===== config.mk =====
export PLATFORM = sky130hd
export DESIGN_NAME = djmi_ram
export DESIGN_NICKNAME = d
export VERILOG_FILES = /design/src/sv/djmi_ram.sv
export SDC_FILE = /design/constraint.sdc
export NUM_CORES = 2
export LEC_CHECK = 0
export BUFFER_PORTS_ARGS = -buffer_cell sky130_fd_sc_hd__buf_2
export CAP_MARGIN = 25
export CORE_MARGIN = 1.5
export CORE_UTILIZATION = 50
export CTS_CLUSTER_DIAMETER = 60
export DETAILED_ROUTE_END_ITERATION = 7
export PLACE_DENSITY = 0.65
export REMOVE_ABC_BUFFERS = 1
export SLEW_MARGIN = 5
export SYNTH_ARGS = -nofsm -noshare
export SYNTH_HDL_FRONTEND = slang
export SYNTH_SLANG_ARGS = --single-unit

===== constraint.sdc =====
create_clock -name clk -period 3.1 [get_ports clk]
set_clock_uncertainty 0.05 [all_clocks]
set_input_delay 0.62 -clock clk [delete_from_list [all_inputs] [get_ports clk]]
set_output_delay 0.62 -clock clk [all_outputs]
set_load 0.01 [all_outputs]

===== src/sv/djmi_ram.sv =====
module djmi_ram #(
    parameter int WIDTH = 16,
    parameter int DEPTH = 256
) (
    input  logic                                   clk,
    input  logic                                   we,
    input  logic [((DEPTH > 1) ? $clog2(DEPTH) : 1)-1:0] waddr,
    input  logic [WIDTH-1:0]                       wdata,
    input  logic [((DEPTH > 1) ? $clog2(DEPTH) : 1)-1:0] raddr,
    output logic [WIDTH-1:0]                       rdata
);

    logic [WIDTH-1:0] mem [DEPTH];

    always_ff @(posedge clk)
    begin
        if (we)
        begin
            mem[waddr] <= wdata;
        end
        rdata <= mem[raddr];
    end

endmodule


After elaboration in Yosys (flattened, before gate mapping) --
Memory sizes are Yosys's and may differ from the RTL's. A register that Yosys moved wholly into a read port is not among the register bits. Index checks and enable logic that the tools add are counted.
Word-level totals: latch bits 0, bits in registers 0, memory bits (read-only) 0, memories kept 1, logic and storage cells 3, bits of input ports 34, bits in writable memories 4096, output and inout bits 16
Memory list:
- mem | words 256, width 16, read ports 1, clocked after memory_dff 1, write ports 1, RTL line 13 | logic [WIDTH-1:0] mem [DEPTH];
Operators by class: shift operators 0, reduce and logical (&&, ||, !) cells 0, equality and inequality tests 0, mux-type cells 2, div/mod/pow operators 0, $mul 0, add/subtract/negate cells 0, bitwise operators 0, order comparisons 0
Operator list (count):
- 2-to-1 mux 1 bit | 2

Longest topological paths before layout --
depth in word-level cells 2, gate-level depth with buffers 12, gate-level depth less buffers 6

Least setup slack after synthesis --
OpenSTA, ideal clock, no wires.
kind input to register, start in waddr[3] (netlist name), end mem mem[235][0], enable pin, setup slack 265 ps, required time 2662 ps, path buffers 3, library setup time 388 ps, stages 6, data arrival time 2397 ps, cell sequence clkbuf_1 -> nor2b_1 -> clkbuf_1 -> nand4_1 -> clkbuf_1 -> nor2_1
RTL lines:
- start: declaration | RTL line 7 | input logic [((DEPTH > 1) ? $clog2(DEPTH) : 1)-1:0] waddr,
- end: declaration | RTL line 13
No word-level cell before the write port.

==> key figures <==
Synthesis
  – Syn Inst Count: 7,360
  – Most common cell in the netlist: edfxtp_1
  – Syn Area/Cell: 21.6 µm²
  – EDFF count, synth: 4,096
  – Yosys warns: 0
  – Post-synth ARST share: 0%
  – Post-Syn Area: 159,000 µm²
  – Synth top area share: 77.5%
  – Register area share after synthesis: 77.7%
  – Synth area leaders: edfxtp_1 (77%), mux4_2 (11%), mux2i_1 (3.6%)
  – Post-synth cell types: 52
  – Primary FF master, synth: edfxtp_1
  – Seq cells post-synth: 4,112
  – Synth area leader: edfxtp_1
  – Top post-synthesis cells by count: edfxtp_1 (4,096), mux4_2 (797), mux2i_1 (565), nor2_1 (304), o221ai_1 (252)

Critical path
  – Flop2flop setup slack: 0.07 ns
  – Critical Path Fanout Max: 1
  – FF-to-FF Start: mem[2][8]
  – Critical Path Start Type: flop
  – Reg2reg path depth: 7
  – Crit path DAT: 3.79 ns
  – CP Data Required Time: 3.86 ns
  – Reg2Reg Capture Point: rdata[8]
  – Endpoint class of the critical path: flop
  – Worst Path Class, Setup: reg2reg

Global routing
  – Largest net degree at the start of global routing: 115
  – Initial antenna violation count: 27
  – Remaining Overflow, GRT: 0
  – First-pass GRT wire length: 607,000 µm
  – Total Routing Usage GR: 26.5%
  – Number of global-route vias before repair: 81,000

STA
  – TNS Setup: 0 ns
  – Setup WS post-layout: 0.0658 ns
  – Worst-Margin Slew: 1.07 ns
  – Highest Clock Rate: 0.330 GHz
  – Final setup viols: 0
  – Fin. Hold Viols: 0
  – Slew margin rel.: 28.1%
  – Count of pins over their slew limit: 0
  – Period utilisation layout: 97.9%
  – Fin crit period: 3.03 ns

Floorplan
  – Rows: 206
  – CORE AREA: 315,000 µm²
  – Die area: 321,000 µm²
  – Initial Utilization: 50.3%
  – Die Ht: 566 µm
  – I/O pin total: 50
  – Die width: 566 µm

Pwr
  – Worst IR drop on VDD: 492 µV
  – P_leak: 60.1 nW
  – PD cells: 639 nW/µm²

Route
  – Iter 0 DRT Violations: 11,100
  – First drt pass iteration count: 8
  – Via count: 81,800
  – Final wirelength: 428,000 µm
  – DRC Markers: 18
  – Routed len/inst: 33.1 µm
  – Antenna viol nets, final: 0
  – Routed vias/inst: 6.34

Clocking
  – Clk slew on worst S/H paths: 0.06 ns
  – Clock Latency Late Sink: 0.98 ns
  – TritonCTS Buffers: 415
  – CTS Buffer Depth: 4
  – Clock sinks: 4,112
  – TritonCTS clock tree: built
  – Setup bufs post-CTS: 0
  – Clock Tree Root: clkbuf_16
  – CTS H-tree depth: 5

Placement
  – I/O Buffers: 49
  – GP Congestion: 0.934
  – Pre-CTS setup slack: -1.32 ns
  – HPWL after DPL: 263,000 µm

Outcome
  – Failing checks: design-rule violations
  – Outcome: finished with violations

Layout
  – Nets@finish: 8,414
  – Share of layout cells above drive strength 1: 30.0%
  – Filler cell count: 22,400
  – Area grow syn2layout: 16.6%

Flow run
  – Max cap viols: 0

Hold path
  – Worst Min Path Start: wdata[3]
  – WHS Path Cells: 1
  – WHS Endpoint: mem[181][3]
  – Worst min-delay path class: in2reg
kinds of logic after synthesis:
group	Yosys count	share of synthesized area, %
flip-flops	4112	77.7
AO/OA/AOI/OAI	786	3.54
AND/OR/NAND/NOR	556	1.57
buffers and inverters	456	1.69
multiplexers	1450	15.5
sequential cells by signal, indices dropped and copies added, names as in the netlist:
| name | flops |
|---|---|
| mem | 4096 |
| rdata | 16 |
area by class of cell:
cell class / instances / area, µm² / share of cell area [%]
Clock inverter: 272 / 2970 / 1.60
Sequential cell: 4112 / 123000 / 66.7
Clock buffer: 496 / 10800 / 5.84
Multi-Input combinational cell: 2792 / 33000 / 17.9
Antenna cell: 11 / 27.5 / 0.0149
Inverter: 4 / 27.5 / 0.0149
Tap cell: 4160 / 5200 / 2.81
Timing Repair Buffer: 1055 / 9620 / 5.20
what timing repair did:
| action | in CTS | in global routing |
|---|---|---|
| endpoints found under the setup margin | 3 | 6 |
| hold buffers | 3 | 0 |
| endpoints found under the hold margin | 55 | 0 |
| resized for setup | 3 | 7 |
critical path, stage by stage, from the launching register on:
cell	delay, ns
edfxtp_1	0.37
mux4_2	0.46
mux2_2	0.29
a22oi_1	0.53
buf_4	0.24
nand2_1	0.13
o32ai_1	0.66
nor4_1	0.14
worst max path at each step:
| stage | start | endpoint | cells past startpoint |
|---|---|---|---|
| floorplan | raddr[2] | rdata[4] | 6 |
| global placement | raddr[0] | rdata[6] | 10 |
| detailed placement | raddr[0] | rdata[9] | 12 |
| CTS | raddr[0] | rdata[14] | 11 |
| global route | raddr[0] | rdata[9] | 12 |
| finish | mem[2][8] | rdata[8] | 7 |
stage by stage:
| stage | hold slack, ns | area, µm² | utilization [%] | instances | power [mW] |
|---|---|---|---|---|---|
| after global routing | 0.0456 | 185000 | 58.6 | 12900 | 121 |
| final | 0.0458 | 185000 | 58.6 | 12900 | 118 |
| after CTS | 0.0152 | 185000 | 58.6 | 12900 | 119 |
| after floorplan | 0.669 | 156000 | - | 6908 | 64.8 |
| after global placement | 0.904 | 171000 | 54.2 | 12100 | 68.8 |
| after detailed placement | 0.912 | 171000 | 54.2 | 12100 | 68.9 |
where the power goes:
group          internal, mW  leakage, nW  switching (mW)
clock                  29.1         6.67            21.3
combinational          2.47         16.5            3.96
sequential             61.3         36.9           0.109
layout by cell type (no fill, tap or decap), drive strengths merged, types with 32 or more instances in the layout:
master  count
edfxtp   4096
buf      1051
mux4      797
mux2i     565
clkbuf    497
nor2      304
o221ai    253
clkinv    200
a21oi     175
o22ai     148
nor3       92
mux2       88
bufinv     49
a22oi      43
nand2      38
o21ai      38
nand3      35
a22o       32
routing by layer:
metal / wire length, µm / share of wire (%) / track usage (%)
met2: 200000 / 47 / 40.8
met4: 15100 / 3.5 / 8.74
met5: 55 / 0.013 / 0
met3: 42500 / 9.9 / 5.58
met1: 170000 / 40 / 38.1
Note: power is estimated with default switching activity, not from simulation.
